### src/rtl/core/rlp_header_and_integer_encoder_macros.svh
// ----------------------------------------------------------------------------
// RLP header and integer encoder - assertion macros
// Concurrent checks clocked on i_clk, disabled while i_rst_n is low.
// ----------------------------------------------------------------------------
`ifndef RLP_HEADER_AND_INTEGER_ENCODER_MACROS_SVH
`define RLP_HEADER_AND_INTEGER_ENCODER_MACROS_SVH

// Same-cycle implication.
`define RLP_ASSERT_NOW(label, ante, cons) \
    label: assert property (@(posedge i_clk) disable iff (!i_rst_n) \
        (ante) |-> (cons)) else $error("rlp encoder check failed");

// Next-cycle implication.
`define RLP_ASSERT_NEXT(label, ante, cons) \
    label: assert property (@(posedge i_clk) disable iff (!i_rst_n) \
        (ante) |=> (cons)) else $error("rlp encoder check failed");

`endif

### src/rtl/core/rlp_enc_pkg.sv
// ----------------------------------------------------------------------------
// RLP encoder package
// Field widths, mode codes, prefix bases and the job handed to the serializer.
// ----------------------------------------------------------------------------
package rlp_enc_pkg;

    localparam int C_AMT_W   = 64;
    localparam int C_BYTES   = C_AMT_W / 8;
    localparam int C_CNT_W   = 4;

    localparam logic [1:0] C_MODE_INT    = 2'd0;
    localparam logic [1:0] C_MODE_STR    = 2'd1;
    localparam logic [1:0] C_MODE_LIST   = 2'd2;
    localparam logic [1:0] C_MODE_UNUSED = 2'd3;

    localparam logic [7:0] C_INT_ZERO   = 8'h80;
    localparam logic [7:0] C_INT_LONG   = 8'h80;
    localparam logic [7:0] C_STR_SHORT  = 8'h80;
    localparam logic [7:0] C_STR_LONG   = 8'hb7;
    localparam logic [7:0] C_LIST_SHORT = 8'hc0;
    localparam logic [7:0] C_LIST_LONG  = 8'hf7;
    localparam logic [7:0] C_SINGLE_MAX = 8'h7f;
    localparam logic [5:0] C_SHORT_MAX  = 6'd55;

    // One encoded run: a prefix byte followed by cnt bytes taken from the top of val
    typedef struct packed {
        logic [7:0]         prefix;
        logic [C_CNT_W-1:0] cnt;
        logic [C_AMT_W-1:0] val;
    } t_job;

endpackage

### src/rtl/core/rlp_header_and_integer_encoder.sv
// ----------------------------------------------------------------------------
// RLP header and integer encoder
// Emits the RLP encoding of a 64-bit integer, or the string or list header
// for a payload length, one byte per output item with tlast on the final byte.
// ----------------------------------------------------------------------------
//  Channel  | Dir | tdata (low bit up)                | Other
//  ---------+-----+-----------------------------------+--------------------
//  s_axis   | in  | amount[63:0], first_byte[71:64]   | tuser: mode[1:0]
//  m_axis   | out | out_byte[7:0]                     | tlast
//
// Three register stages (input, byte flags, prefix and alignment) feed a
// serializer with one output byte register. An item gives 0 to 9 bytes. The
// first byte passes the input, flag and job registers, then the output byte
// register; items with no bytes never reach the serializer. Reset clears the
// valid bits and byte count only; back-pressure holds every stage without loss.
module rlp_header_and_integer_encoder
    import rlp_enc_pkg::*;
(
    input  logic        i_clk,
    input  logic        i_rst_n,
    input  logic        s_axis_tvalid,
    output logic        s_axis_tready,
    input  logic [71:0] s_axis_tdata,   // amount[63:0], first_byte[71:64]
    input  logic [1:0]  s_axis_tuser,   // mode[1:0]
    output logic        m_axis_tvalid,
    input  logic        m_axis_tready,
    output logic [7:0]  m_axis_tdata,   // out_byte[7:0]
    output logic        m_axis_tlast
);

    `include "rlp_header_and_integer_encoder_macros.svh"

    // stage 1: input register
    logic               r_s1_vld;
    logic [1:0]         r_s1_mode;
    logic [C_AMT_W-1:0] r_s1_amt;
    logic [7:0]         r_s1_first;
    // stage 2: byte flags
    logic               r_s2_vld;
    logic [1:0]         r_s2_mode;
    logic [C_AMT_W-1:0] r_s2_amt;
    logic [C_BYTES-1:0] r_s2_nz;
    logic               r_s2_le7f;
    logic               r_s2_le55;
    logic               r_s2_drop;
    // stage 3: job
    logic               r_s3_vld;
    t_job               r_s3_job;

    logic               w_s1_rdy, w_s2_rdy, w_s3_rdy, w_job_rdy;
    logic [C_BYTES-1:0] w_nz;
    logic               w_drop;
    logic [C_CNT_W-1:0] w_n;
    logic [6:0]         w_shift;
    t_job               w_job;

    assign w_s3_rdy      = !r_s3_vld || w_job_rdy;
    assign w_s2_rdy      = !r_s2_vld || w_s3_rdy;
    assign w_s1_rdy      = !r_s1_vld || w_s2_rdy;
    assign s_axis_tready = w_s1_rdy;

    always_comb begin
        for (int b = 0; b < C_BYTES; b++) begin
            w_nz[b] = |r_s1_amt[8*b +: 8];
        end
    end

    // a one-byte string below 0x80 encodes itself; mode 3 gives nothing
    assign w_drop = (r_s1_mode == C_MODE_UNUSED) ||
                    ((r_s1_mode == C_MODE_STR) && (r_s1_amt == C_AMT_W'(1)) &&
                     !r_s1_first[7]);

    always_comb begin
        w_n = '0;
        for (int b = 0; b < C_BYTES; b++) begin
            if (r_s2_nz[b]) begin
                w_n = C_CNT_W'(b + 1);
            end
        end
    end

    assign w_shift = {4'(C_CNT_W'(C_BYTES) - w_n), 3'b000};

    always_comb begin
        w_job.cnt    = w_n;
        w_job.val    = r_s2_amt << w_shift;
        w_job.prefix = C_INT_ZERO;
        case (r_s2_mode)
            C_MODE_INT: begin
                if (r_s2_nz == '0) begin
                    w_job.prefix = C_INT_ZERO;
                    w_job.cnt    = '0;
                end else if (r_s2_le7f) begin
                    w_job.prefix = r_s2_amt[7:0];
                    w_job.cnt    = '0;
                end else begin
                    w_job.prefix = C_INT_LONG + {4'b0000, w_n};
                end
            end
            C_MODE_STR: begin
                if (r_s2_le55) begin
                    w_job.prefix = C_STR_SHORT + r_s2_amt[7:0];
                    w_job.cnt    = '0;
                end else begin
                    w_job.prefix = C_STR_LONG + {4'b0000, w_n};
                end
            end
            C_MODE_LIST: begin
                if (r_s2_le55) begin
                    w_job.prefix = C_LIST_SHORT + r_s2_amt[7:0];
                    w_job.cnt    = '0;
                end else begin
                    w_job.prefix = C_LIST_LONG + {4'b0000, w_n};
                end
            end
            default: begin
                w_job.cnt = '0;
            end
        endcase
    end

    always_ff @(posedge i_clk) begin
        if (!i_rst_n) begin
            r_s1_vld <= 1'b0;
            r_s2_vld <= 1'b0;
            r_s3_vld <= 1'b0;
        end else begin
            if (w_s1_rdy) begin
                r_s1_vld <= s_axis_tvalid;
            end
            if (w_s2_rdy) begin
                r_s2_vld <= r_s1_vld;
            end
            if (w_s3_rdy) begin
                r_s3_vld <= r_s2_vld && !r_s2_drop;
            end
        end
    end

    always_ff @(posedge i_clk) begin
        if (w_s1_rdy) begin
            r_s1_mode  <= s_axis_tuser;
            r_s1_amt   <= s_axis_tdata[63:0];
            r_s1_first <= s_axis_tdata[71:64];
        end
        if (w_s2_rdy) begin
            r_s2_mode <= r_s1_mode;
            r_s2_amt  <= r_s1_amt;
            r_s2_nz   <= w_nz;
            r_s2_le7f <= (r_s1_amt[C_AMT_W-1:7] == '0);
            r_s2_le55 <= (r_s1_amt[C_AMT_W-1:6] == '0) && (r_s1_amt[5:0] <= C_SHORT_MAX);
            r_s2_drop <= w_drop;
        end
        if (w_s3_rdy) begin
            r_s3_job <= w_job;
        end
    end

    rlp_enc_ser u_ser (
        .i_clk     (i_clk),
        .i_rst_n   (i_rst_n),
        .i_job_vld (r_s3_vld),
        .i_job     (r_s3_job),
        .o_job_rdy (w_job_rdy),
        .o_tvalid  (m_axis_tvalid),
        .i_tready  (m_axis_tready),
        .o_tdata   (m_axis_tdata),
        .o_tlast   (m_axis_tlast)
    );

    // tail bytes of a run follow without gaps
    `RLP_ASSERT_NEXT(a_run_no_gap, m_axis_tvalid && !m_axis_tlast && m_axis_tready, m_axis_tvalid)
    // a waiting job is not lost
    `RLP_ASSERT_NEXT(a_job_held, r_s3_vld && !w_job_rdy, r_s3_vld)
    // items without bytes never reach the serializer
    `RLP_ASSERT_NEXT(a_drop_empty, r_s2_vld && r_s2_drop && w_s3_rdy, !r_s3_vld)
    // a run carries at most eight tail bytes
    `RLP_ASSERT_NOW(a_short_cnt, r_s3_vld && (r_s3_job.cnt > C_CNT_W'(C_BYTES)), 1'b0)

endmodule

### src/rtl/core/rlp_enc_ser.sv
// ----------------------------------------------------------------------------
// RLP encoder serializer
// Turns a job into bytes on a registered output, one per cycle unless stalled.
// ----------------------------------------------------------------------------
module rlp_enc_ser
    import rlp_enc_pkg::*;
(
    input  logic       i_clk,
    input  logic       i_rst_n,
    input  logic       i_job_vld,
    input  t_job       i_job,
    output logic       o_job_rdy,
    output logic       o_tvalid,
    input  logic       i_tready,
    output logic [7:0] o_tdata,
    output logic       o_tlast
);

    logic               r_out_vld, n_out_vld;
    logic [7:0]         r_out_byte, n_out_byte;
    logic               r_out_last, n_out_last;
    logic [C_CNT_W-1:0] r_rem, n_rem;
    logic [C_AMT_W-1:0] r_sh, n_sh;
    logic               w_out_free;

    assign w_out_free = !r_out_vld || i_tready;
    assign o_job_rdy  = w_out_free && (r_rem == '0);

    always_comb begin
        n_out_vld  = r_out_vld;
        n_out_byte = r_out_byte;
        n_out_last = r_out_last;
        n_rem      = r_rem;
        n_sh       = r_sh;
        if (w_out_free) begin
            if (r_rem != '0) begin
                // advance through the tail bytes, most significant first
                n_out_vld  = 1'b1;
                n_out_byte = r_sh[C_AMT_W-1 -: 8];
                n_out_last = (r_rem == C_CNT_W'(1));
                n_sh       = {r_sh[C_AMT_W-9:0], 8'h00};
                n_rem      = r_rem - C_CNT_W'(1);
            end else if (i_job_vld) begin
                n_out_vld  = 1'b1;
                n_out_byte = i_job.prefix;
                n_out_last = (i_job.cnt == '0);
                n_sh       = i_job.val;
                n_rem      = i_job.cnt;
            end else begin
                n_out_vld  = 1'b0;
            end
        end
    end

    always_ff @(posedge i_clk) begin
        if (!i_rst_n) begin
            r_out_vld <= 1'b0;
            r_rem     <= '0;
        end else begin
            r_out_vld <= n_out_vld;
            r_rem     <= n_rem;
        end
    end

    always_ff @(posedge i_clk) begin
        r_out_byte <= n_out_byte;
        r_out_last <= n_out_last;
        r_sh       <= n_sh;
    end

    assign o_tvalid = r_out_vld;
    assign o_tdata  = r_out_byte;
    assign o_tlast  = r_out_last;

endmodule

### config.mk
export PLATFORM = sky130hd
export DESIGN_NAME = rlp_header_and_integer_encoder
export DESIGN_NICKNAME = d
export VERILOG_FILES = /design/src/rtl/core/rlp_enc_pkg.sv /design/src/rtl/core/rlp_header_and_integer_encoder.sv /design/src/rtl/core/rlp_enc_ser.sv
export VERILOG_INCLUDE_DIRS = /design/src /design/src/rtl/core
export SDC_FILE = /design/constraint.sdc
export NUM_CORES = 1
export LEC_CHECK = 0
export BUFFER_PORTS_ARGS = -buffer_cell sky130_fd_sc_hd__clkbuf_2
export CAP_MARGIN = 5
export CORE_ASPECT_RATIO = 0.8
export CORE_MARGIN = 2
export CORE_UTILIZATION = 55
export DETAILED_ROUTE_END_ITERATION = 16
export HOLD_SLACK_MARGIN = 0.05
export PLACE_DENSITY = 0.74
export SYNTH_ARGS = -nofsm -noshare
export SYNTH_HDL_FRONTEND = slang
export SYNTH_HIERARCHICAL = 1
export SYNTH_SLANG_ARGS = --single-unit
### constraint.sdc
create_clock -name i_clk -period 5.5 [get_ports i_clk]
set_input_delay 0.55 -clock i_clk [delete_from_list [all_inputs] [get_ports i_clk]]
set_output_delay 0.55 -clock i_clk [all_outputs]
set_load 0.005 [all_outputs]
==> summary.md, run 1 <==
| Metric | Value |
|---|---|
| Max Cap Viol | 0 |
| Iter 0 DRT Violations | 820 |
| # setup viols final | 0 |
| EDFF count, synth | 293 |
| Max_slew headroom | 30.31% |
| Total of warnings raised by yosys | 6 |
| Largest delay contributor family on the critical path | adder cells |
| Worst setup path startpoint | r_s2_nz[7] |
| # rows | 49 |
| # diodes | 0 |
| Initial antenna violation count | 0 |
| Nets | 1073 |
| DRT Wirelength | 24240 um |
| Cell mode on critical path | nor3_1 |
| Leak Pwr | 5.479 nW |
| Netlist Area Pre-Place | 12680 sq um |
| CTS Hold Bufs | 0 |
| Post-synth ARST share | 0% |
| PD cells | 459.8 nW/um^2 |
| Worst VDD drop | 0.3485 mV |
| Synthesized area per cell | 13.95 sq um |
| Yosys reg bits | 301 |
| Pre-antenna DRT Iters | 5 |
| Syn_nets | 994 |
| Setup crit end kind | flop |
| Simple-gate share of the synthesized area | 14.17% |
| CTS tree | yes |
| Vias in the first global route | 6777 |
| Post-synthesis sequential area ratio | 70.64% |
| Class of the worst hold path | in -> reg |
| Inserted Clock Buffers | 29 |
| Worst stage delay on the critical path | 0.93 ns |
| Reg-to-Reg Start | r_s2_nz[7] |
| First-pass GRT wire length | 37980 um |
| Synth Area in Compound Gates | 5.535% |
| Post-CTS sizing | 0 |
| Clock Sinks | 301 |
| RSZ-0062 raised after global routing | false |
| Cells after DPL | 1263 |
| Crit Path Class | reg -> reg |
| Synth-to-Final Area Change | 11.79% |
| CP required | 5.72 ns |
| Setup repair bufs after CTS | 0 |
| Fraction of layout cells with a size suffix above 1 | 21.88% |
| Port bufs | 81 |
| Final std cells w/o fill | 1316 |
| Global route overflow | 0 |
| Routed Antenna Nets | 0 |
| CP Launch Type | flop |
| Die area | 24300 sq um |
| Combinational family with the most area after synthesis | simple AND/OR/NAND/NOR gates |
| DR vias/cell | 5.558 |
| Mux contribution to synthesized area | 5.959% |
| Final Power | 6.518 mW |
| Fin. max-slew vios | 0 |
| Die Y | 139.8 um |
| Clk buf depth | 3 |
| Root Driver | clkbuf_16 |
| Tightest Pin Transition | 1.036 ns |
| Core area | 22560 sq um |
| Fill count | 1718 |
| Ys flop type | edfxtp_1 |
| Adder-Cell Fraction of Synth Area | 0.6906% |
| Wire per inst | 18.42 um |
| Min cycle time layout | 3.953 ns |
| Max Clk Rate | 253.0 MHz |
| Post-Synth XOR/XNOR Area | 0.1381% |
| CP bufs+invs | 2 |
| Vias | 7314 |
| Final Hold Viols | 0 |
| Final period utilization | 71.86% |
| CTS clk-pin slew, worst paths | 0.07 ns |
| Clk_lat worst skew | 0.54 ns |
| Slowest CP cell | ha_2 |
| Crit Path Max Fanout | 40 |
| Arr. time, crit path | 4.17 ns |
| Die X | 173.8 um |
| Cells along the critical path | nor3_1, o21a_1, or2_1, inv_2, ha_2, inv_1, nand2_1, nor3_1, a311oi_1, o32ai_1 |
| GRT Total Usage | 20.01% |
| Hold_sp | s_axis_tdata[7] |
| Status | completed |
| Dpl hpwl | 16380 um |
| Post-Route Skew | 0.01893 ns |
| Setup TNS Final | 0 ns |
| Number of H-tree levels | 1 |
| Starting Density | 56.21% |
| DRC | 0 |
| Synthesized netlist cell count | 909 |
| Largest net degree at the start of global routing | 75 |
| I/O Pins | 89 |
| GPL Wtd Cong | 0.9127 |
| Yosys cell types | 65 |
==> registers in the layout (all words and copies together) (netlist names), 4 cells and up <==
name / cells
u_ser/r_sh: 64
r_s3_job: 76
u_ser/r_rem: 4
r_s1_amt: 64
u_ser/o_tdata: 8
r_s2_amt: 64
r_s2_nz: 8
==> through the flow <==
step	cell area [sq um]	hold slack (ns)	utilization, %	setup WS [ns]
finish	14180	0.1777	62.84	1.547
global route	14180	0.1641	62.84	1.352
CTS	14180	0.1651	62.84	1.645
detailed placement	13270	0.4357	58.81	1.691
global placement	13270	0.4300	58.81	1.745
floorplan	12680	0.4268	-	1.011
==> where the power goes <==
| part | internal, mW | leakage, nW | switching [mW] |
|---|---|---|---|
| Sequential | 3.21 | 3.10 | 0.174 |
| Clock | 1.08 | 0.456 | 0.806 |
| Combinational | 0.392 | 1.92 | 0.862 |
==> final cells by class <==
type | count | area (sq um) | share of cell area [%]
clock buffer | 40 | 807.0 | 5.692
clock inverter | 13 | 102.6 | 0.7237
inverter | 13 | 48.80 | 0.3442
multi-input combinational | 551 | 3390 | 23.91
sequential | 301 | 8959 | 63.19
tap | 306 | 382.9 | 2.701
timing repair buffer | 92 | 488.0 | 3.442
==> path summary, 6_finish.rpt <==
kind,to,slack [ns],cells after the start
max,r_s3_job[53],1.55,10
min,r_s1_amt[7],0.18,1
max reg2reg,r_s3_job[53],1.55,10
min reg2reg,r_s2_amt[43],0.45,0
==> layer usage <==
layer	track usage, %	up-vias	wire length (um)
li1	-	3519	-
met1	31.62	3477	11390
met2	29.13	278	10640
met3	3.388	40	1689
met4	4.909	0	517
met5	0	-	0
==> cells in the final DEF, fill, tap and decap left out, types with 5 or more instances in the layout <==
| cell type | synthesis | layout |
|---|---|---|
| edfxtp_1 | 293 | 293 |
| nand2_1 | 197 | 196 |
| clkbuf_2 | 0 | 81 |
| nor2_1 | 43 | 42 |
| mux2i_1 | 35 | 35 |
| mux2_2 | 32 | 32 |
| nand2_2 | 31 | 32 |
| clkbuf_16 | 0 | 29 |
| and2_1 | 18 | 18 |
| nor4_1 | 18 | 18 |
| nor3_1 | 17 | 17 |
| o21ai_0 | 12 | 12 |
| nand3_1 | 12 | 11 |
| inv_1 | 12 | 11 |
| a21oi_1 | 11 | 11 |
| buf_4 | 9 | 11 |
| o32ai_1 | 10 | 10 |
| nor2b_1 | 10 | 10 |
| a22oi_1 | 9 | 9 |
| o22ai_1 | 8 | 8 |
| and4_1 | 8 | 8 |
| clkinv_2 | 0 | 8 |
| dfxtp_1 | 8 | 8 |
| clkbuf_1 | 9 | 7 |
| a22o_1 | 6 | 6 |
| ha_1 | 7 | 6 |
| o21a_1 | 5 | 5 |
| nand2b_1 | 5 | 5 |
==> logic make-up after synthesis <==
family / count (synthesis)
xor+xnor: 2
mux: 71
simple gates: 378
fa+ha+maj: 7
flops: 301
buf+inv: 57
compound gates: 93
==> cells in the mapped netlist, drive strengths merged (4+ instances only) <==
cell type	n	share of area [%]
a21oi	13	0.57
a22o	6	0.41
a22oi	9	0.53
a311oi	4	0.28
a32o	4	0.32
and2	19	0.95
and4	8	0.55
buf	34	2.1
clkbuf	9	0.27
dfxtp	8	1.3
edfxtp	293	69
ha	7	0.69
inv	13	0.38
mux2	36	3.2
mux2i	35	2.8
nand2	229	7.4
nand2b	5	0.25
nand3	12	0.47
nor2	44	1.3
nor2b	10	0.49
nor3	18	0.75
nor4	19	1.1
o21a	5	0.30
o21ai	13	0.51
o22ai	8	0.39
o32ai	10	0.69
Note: power is estimated with default switching activity, not from simulation.
==> run 2: changes to the inputs <==
- ABC_AREA: not set -> 1
- CORE_UTILIZATION: 55 -> 54
- PLACE_DENSITY: 0.74 -> 0.75
- clock period: 5.5 -> 3.24 ns (I/O delays scaled with it)
==> run 2 against run 1 <==
  * Register-to-register slack got worse by 0.95 ns
  * Critical endpoint is now s_axis_tready
  * Non-clock buffer count rose by 73
  * Via count rose by 22%
  * Utilization rose by 1.9 points
  * Clock-buffer cell count fell by 6
  * Sequential power rose by 68%
  * Worst hold slack got worse by 0.056 ns
  * Die area rose by 3.4%
  * Sequential cell count did not move
  * Largest power group unchanged
  * First-iteration DRC count rose by 57%
  * Area after synthesis rose by 1.6%
==> summary.md, run 2 <==
| Metric | Value |
|---|---|
| Largest net degree at the start of global routing | 79 (+5.3%) |
| DRC | 0 (unchanged) |
| Starting Density | 55.06% (-1.1 points) |
| Syn_nets | 1263 (+27%) |
| GPL Wtd Cong | 0.8899 (-2.5%) |
| # rows | 50 (+2.0%) |
| Yosys cell types | 31 (-52%) |
| Nets | 1402 (+31%) |
| Comb pwr share | 19.0% (-0.2 points) |
| Fraction of layout cells with a size suffix above 1 | 13.22% (-8.7 points) |
| Min cycle time layout | 2.847 ns |
| RSZ-0062 raised after global routing | false |
| Vias | 8912 (+22%) |
| Setup repair bufs after CTS | 0 (unchanged) |
| CP required | 2.92 ns (-2.80 ns) |
| DRT Wirelength | 28450 um (+17%) |
| CP Launch Type | flop |
| Die Y | 142.2 um (+1.7%) |
| Routed Antenna Nets | 0 (unchanged) |
| Crit Path Class | reg -> out |
| Cells after DPL | 1529 (+21%) |
| Total of warnings raised by yosys | 6 (unchanged) |
| Post-Route Skew | 0.01043 ns (-0.008501 ns) |
| Setup crit end kind | primary output |
| Area share of the largest cell type after synthesis | 68.29% (-1.1 points) |
| Wire per inst | 17.22 um (-6.5%) |
| Leak Pwr | 6.330 nW (+16%) |
| Synthesized area per cell | 10.94 sq um (-22%) |
| EDFF count, synth | 293 (unchanged) |
| Commonest non-fill, non-tap cells in the layout | nand2_1, edfxtp_1, nand3_1 |
| First-pass GRT wire length | 45620 um (+20%) |
| Internal power | 7.862 mW (+68%) |
| CTS tree | yes |
| Largest register FFs | 76 (unchanged) |
| Fill count | 1814 (+5.6%) |
| Arr. time, crit path | 2.52 ns (-1.65 ns) |
| CTS clk-pin slew, worst paths | 0.06 ns (about the same) |
| Status | completed |
| Final WS setup | 0.3930 ns (-1.154 ns) |
| Iter 0 DRT Violations | 1286 (+57%) |
| Synthesized netlist cell count | 1178 (+30%) |
| Post-synthesis sequential area ratio | 69.53% (-1.1 points) |
| Reg power frac | 51.8% (about the same) |
| PD cells | 723.2 nW/um^2 (+57%) |
| Yosys reg bits | 301 (unchanged) |
| Dpl hpwl | 17890 um (+9.2%) |
| CTS Hold Bufs | 69 (+69) |
| Final Hold Viols | 0 (unchanged) |
| Final period utilization | 87.87% |
| Port bufs | 81 (unchanged) |
| Fin. max-slew vios | 0 (unchanged) |
| Number of H-tree levels | 1 (unchanged) |
| DR vias/cell | 5.395 (-2.9%) |
| Most common cell in the netlist | nand2_1 |
| Clk_lat worst skew | 0.55 ns (about the same) |
| Netlist Area Pre-Place | 12880 sq um (+1.6%) |
| Clk network pwr share | 29.2% (+0.3 points) |
| Synth-to-Final Area Change | 17.56% |
| Root Driver | clkbuf_16 |
| Commonest non-fill, non-tap cell in the layout | nand2_1 |
| Worst setup path startpoint | u_ser/r_rem[0] |
| Hold_sp | m_axis_tready |
| Synth top area cells | edfxtp_1, nand2_1, nand3_1, nor2_1, inv_1 |
| Psw | 3.091 mW (+68%) |
| Crit Path Max Fanout | 69 (+73%) |
| Commonest cells in the netlist | nand2_1, edfxtp_1, nand3_1 |
| Max Cap Viol | 0 (unchanged) |
| Tightest Pin Transition | 0.9577 ns (-0.07838 ns) |
| I/O Pins | 89 (unchanged) |
| Pre-antenna DRT Iters | 6 (+1) |
| # setup viols final | 0 (unchanged) |
| Ys flop type | edfxtp_1 |
| Largest Register | r_s3_job |
| Core area | 23400 sq um (+3.7%) |
| Clock Sinks | 301 (unchanged) |
| Setup TNS Final | 0 ns (unchanged) |
| Vias in the first global route | 8315 (+23%) |
| Max Clk Rate | 351.2 MHz |
| Max_slew headroom | 36.15% (+5.8 points) |
| Global route overflow | 0 (unchanged) |
| Post-CTS sizing | 0 (unchanged) |
| Reg-to-Reg Start | r_s2_nz[4] |
| Die area | 25120 sq um (+3.4%) |
| Die X | 176.7 um (+1.7%) |
| Post-synth ARST share | 0% (unchanged) |
| Sw frac | 28.22% (about the same) |
| Worst VDD drop | 0.4883 mV (+40%) |
| GRT Total Usage | 23.58% (+3.6 points) |
| Synth area leader | edfxtp_1 |
| Clk buf depth | 3 (unchanged) |
| Initial antenna violation count | 0 (unchanged) |
| Final std cells w/o fill | 1652 (+26%) |
| Inserted Clock Buffers | 29 (unchanged) |
| Class of the worst hold path | in -> reg |
| Place WS | 0.6752 ns (-1.016 ns) |
run 2: changes by cell type after synthesis, sizes merged, moves of 35 or more:
cell | previous run | this run
nand2 | 229 | 378
nand3 | 12 | 214
mux2 | 36 | 0
inv | 13 | 61
nor2 | 44 | 92
mux2i | 35 | 0
run 2: final timing paths:
kind,endpoint,slack (ns),cells after the start
worst max register to register,r_s3_job[52],0.60,9
worst min register to register,r_s2_amt[36],0.44,0
worst max-delay path,s_axis_tready,0.39,10
worst min-delay path,u_ser/o_tvalid,0.12,3
run 2: metrics by stage:
step	total power [mW]	hold WS (ns)	instance area, sq um	util, %
after floorplan	7.171	0.4174	12910	-
after global placement	7.681	0.4277	13560	57.94
after detailed placement	7.778	0.4267	13560	57.94
after CTS	11.02	0.1098	15140	64.72
after global routing	11.56	0.1318	15140	64.72
final	10.95	0.1216	15150	64.73
run 2: area by class of cell:
cell class	count	area, sq um	area share [%]
diodes	1	2.502	0.01652
flip-flops and latches	301	8961	59.17
clock inverters	19	151.4	0.9996
well taps	312	390.4	2.577
inverters	61	229.0	1.512
repair buffers	165	1246	8.228
multi-input cells	759	3421	22.59
clock buffers	34	744.5	4.915
run 2: logic make-up (layout without fill, tap and decap cells):
logic type               after synthesis  after routing  synth area share, %
flip-flops                           301            301                69.53
adder cells (fa/ha/maj)                7              7               0.6798
other                                  0              1                    0
buffers and inverters                118            279                4.205
AND/OR/NAND/NOR                      719            719                24.11
AO/OA/AOI/OAI                         33             33                1.467
run 2: critical path, stage by stage, from the launching register on:
cell and delay, ns:
dfxtp_2 0.34, inv_2 0.09, ha_4 0.16, nand2_4 0.06, nor2_4 0.08, inv_2 0.04, nor2_1 0.08, inv_1 0.10
nand4_1 0.09, buf_4 0.63, clkbuf_2 0.24
run 2: metal layers:
metal / global-route usage [%] / share of wire [%] / routed length (um)
met1: 36.01 / 45 / 12700
met2: 34.95 / 44 / 12550
met3: 3.953 / 8.1 / 2308
met4: 7.134 / 3.1 / 894
met5: 0 / 0 / 0
run 2: power by group through the flow:
| stage | clock (mW) | combinational (mW) | sequential [mW] |
|---|---|---|---|
| after detailed placement | 0 | 2.02 | 5.76 |
| after floorplan | 0 | 1.47 | 5.70 |
| after global placement | 0 | 1.96 | 5.73 |
| after global routing | 3.43 | 2.40 | 5.74 |
| final | 3.20 | 2.08 | 5.67 |
| after CTS | 3.24 | 2.10 | 5.68 |
==> run 3: changes to the inputs <==
- RECOVER_POWER: not set -> 25
==> run 3 against run 2 <==
  * Register-to-register slack barely moved
  * Clock power is essentially flat
  * Largest power group unchanged
  * Critical endpoint unchanged
  * Non-clock buffer count did not move
  * First-iteration DRC count shrank 4.7%
  * Critical path type unchanged
  * Die area did not move
  * Clock-buffer cell count is the same
  * Cell count is the same
  * Cell area about the same
  * Largest cell class unchanged
==> summary.md, run 3 (same netlist as run 2, synthesis figures left out) <==
| Metric | Value |
|---|---|
| DRC | 0 (unchanged) |
| Largest net degree at the start of global routing | 79 (unchanged) |
| Nets | 1402 (unchanged) |
| Sw frac | 28.13% (-0.091 points) |
| Fin. max-slew vios | 0 (unchanged) |
| Arr. time, crit path | 2.60 ns (+0.08 ns) |
| Max_slew headroom | 35.18% (-0.97 points) |
| Synth-to-Final Area Change | 17.48% (about the same) |
| Post-layout util | 64.69% (about the same) |
| Largest Register | r_s3_job |
| CP required | 2.92 ns (about the same) |
| Iter 0 DRT Violations | 1225 (-4.7%) |
| Hold_sp | m_axis_tready |
| Leak Pwr | 6.315 nW (-0.24%) |
| GPL Wtd Cong | 0.8899 (unchanged) |
| Worst VDD drop | 0.4860 mV (-0.45%) |
| Wire per inst | 17.21 um (about the same) |
| CTS tree | yes |
| Psw | 3.074 mW (-0.56%) |
| DR vias/cell | 5.406 (+0.20%) |
| Largest register FFs | 76 (unchanged) |
| DRT Wirelength | 28440 um (about the same) |
| Final Hold Viols | 0 (unchanged) |
| Initial antenna violation count | 0 (unchanged) |
| Crit Path Class | reg -> out |
| PD cells | 722.0 nW/um^2 (-0.17%) |
| Pre-antenna DRT Iters | 5 (-1) |
| Dpl hpwl | 17890 um (unchanged) |
| Port bufs | 81 (unchanged) |
| Status | completed |
| Number of H-tree levels | 1 (unchanged) |
| Final period utilization | 90.30% (+2.4 points) |
| RSZ-0062 raised after global routing | false |
| Fraction of layout cells with a size suffix above 1 | 12.62% (-0.60 points) |
| Core area | 23400 sq um (unchanged) |
| # setup viols final | 0 (unchanged) |
| Global route overflow | 0 (unchanged) |
| CP Launch Type | flop |
| Clk_lat worst skew | 0.55 ns (about the same) |
| GRT Total Usage | 23.58% (unchanged) |
| Commonest non-fill, non-tap cell in the layout | nand2_1 |
| Commonest non-fill, non-tap cells in the layout | nand2_1, edfxtp_1, nand3_1 |
| Inserted Clock Buffers | 29 (unchanged) |
| Max Cap Viol | 0 (unchanged) |
| Routed Antenna Nets | 0 (unchanged) |
| Max Clk Rate | 341.8 MHz (-2.7%) |
| Vias in the first global route | 8315 (unchanged) |
| Die X | 176.7 um (unchanged) |
| Crit Path Max Fanout | 69 (unchanged) |
| Vias | 8930 (+0.20%) |
| Starting Density | 55.06% (unchanged) |
| CTS clk-pin slew, worst paths | 0.06 ns (about the same) |
| Min cycle time layout | 2.926 ns (+0.07861 ns) |
| # rows | 50 (unchanged) |
| I/O Pins | 89 (unchanged) |
| Root Driver | clkbuf_16 |
| Worst setup path startpoint | u_ser/r_rem[0] |
| CTS Hold Bufs | 69 (unchanged) |
| Post-CTS sizing | 0 (unchanged) |
| Clk network pwr share | 29.2% (about the same) |
| Clk buf depth | 3 (unchanged) |
| Post-Route Skew | 0.009469 ns (-0.0009629 ns) |
| Tightest Pin Transition | 0.9723 ns (+0.01457 ns) |
| Setup repair bufs after CTS | 0 (unchanged) |
| Class of the worst hold path | in -> reg |
| Setup crit end kind | primary output |
| Die area | 25120 sq um (unchanged) |
| Clock Sinks | 301 (unchanged) |
| Die Y | 142.2 um (unchanged) |
| First-pass GRT wire length | 45620 um (unchanged) |
| Comb pwr share | 18.9% (about the same) |
| Setup TNS Final | 0 ns (unchanged) |
| Internal power | 7.854 mW (-0.11%) |
| Reg power frac | 51.9% (about the same) |
| Reg-to-Reg Start | r_s2_nz[4] |
-- run 3: cell type report --
cell class | count | area, sq um
diodes | 1 | 2.502
clock buffers | 34 | 744.5
fillers | 1812 | 8262
multi-input cells | 759 | 3418
inverters | 61 | 229.0
repair buffers | 165 | 1240
well taps | 312 | 390.4
flip-flops and latches | 301 | 8960
clock inverters | 19 | 151.4
-- run 3: power by group through the flow --
stage	logic [mW]	clock network, mW	registers, mW
floorplan	1.47	0	5.70
global placement	1.96	0	5.73
detailed placement	2.02	0	5.76
CTS	2.10	3.24	5.68
global route	2.39	3.43	5.74
finish	2.07	3.19	5.67
-- run 3: routing by layer --
layer  vias up  wire length [um]  GRT usage [%]
li1       4330                 -              -
met1      4126             12620          36.01
met2       417             12580          34.95
met3        57              2331          3.953
met4         0               909          7.134
met5         -                 0              0
-- run 3: worst paths after layout --
check / depth (start not counted) / slack, ns / endpoint
worst min register to register: 0 / 0.44 / r_s2_amt[36]
worst max-delay path: 10 / 0.31 / s_axis_tready
worst min-delay path: 3 / 0.11 / u_ser/o_tvalid
worst max register to register: 9 / 0.61 / r_s3_job[52]
-- run 3: worst max-delay path: stages (launching register included) --
cell	delay [ns]
dfxtp_1	0.34
inv_1	0.15
ha_4	0.18
nand2_4	0.06
nor2_4	0.08
inv_2	0.04
nor2_1	0.08
inv_1	0.10
nand4_1	0.09
buf_4	0.62
clkbuf_2	0.24
-- run 3: per-stage QoR --
step | setup slack (ns) | std cells | hold WS [ns] | cell area [sq um] | power (mW)
floorplan | -0.7007 | 1178 | 0.4174 | 12910 | 7.171
global placement | 0.7228 | 1529 | 0.4277 | 13560 | 7.681
detailed placement | 0.6752 | 1529 | 0.4267 | 13560 | 7.778
CTS | 0.3757 | 1651 | 0.1098 | 15140 | 11.02
global route | 0.09906 | 1651 | 0.1220 | 15130 | 11.55
finish | 0.3144 | 1652 | 0.1104 | 15140 | 10.93
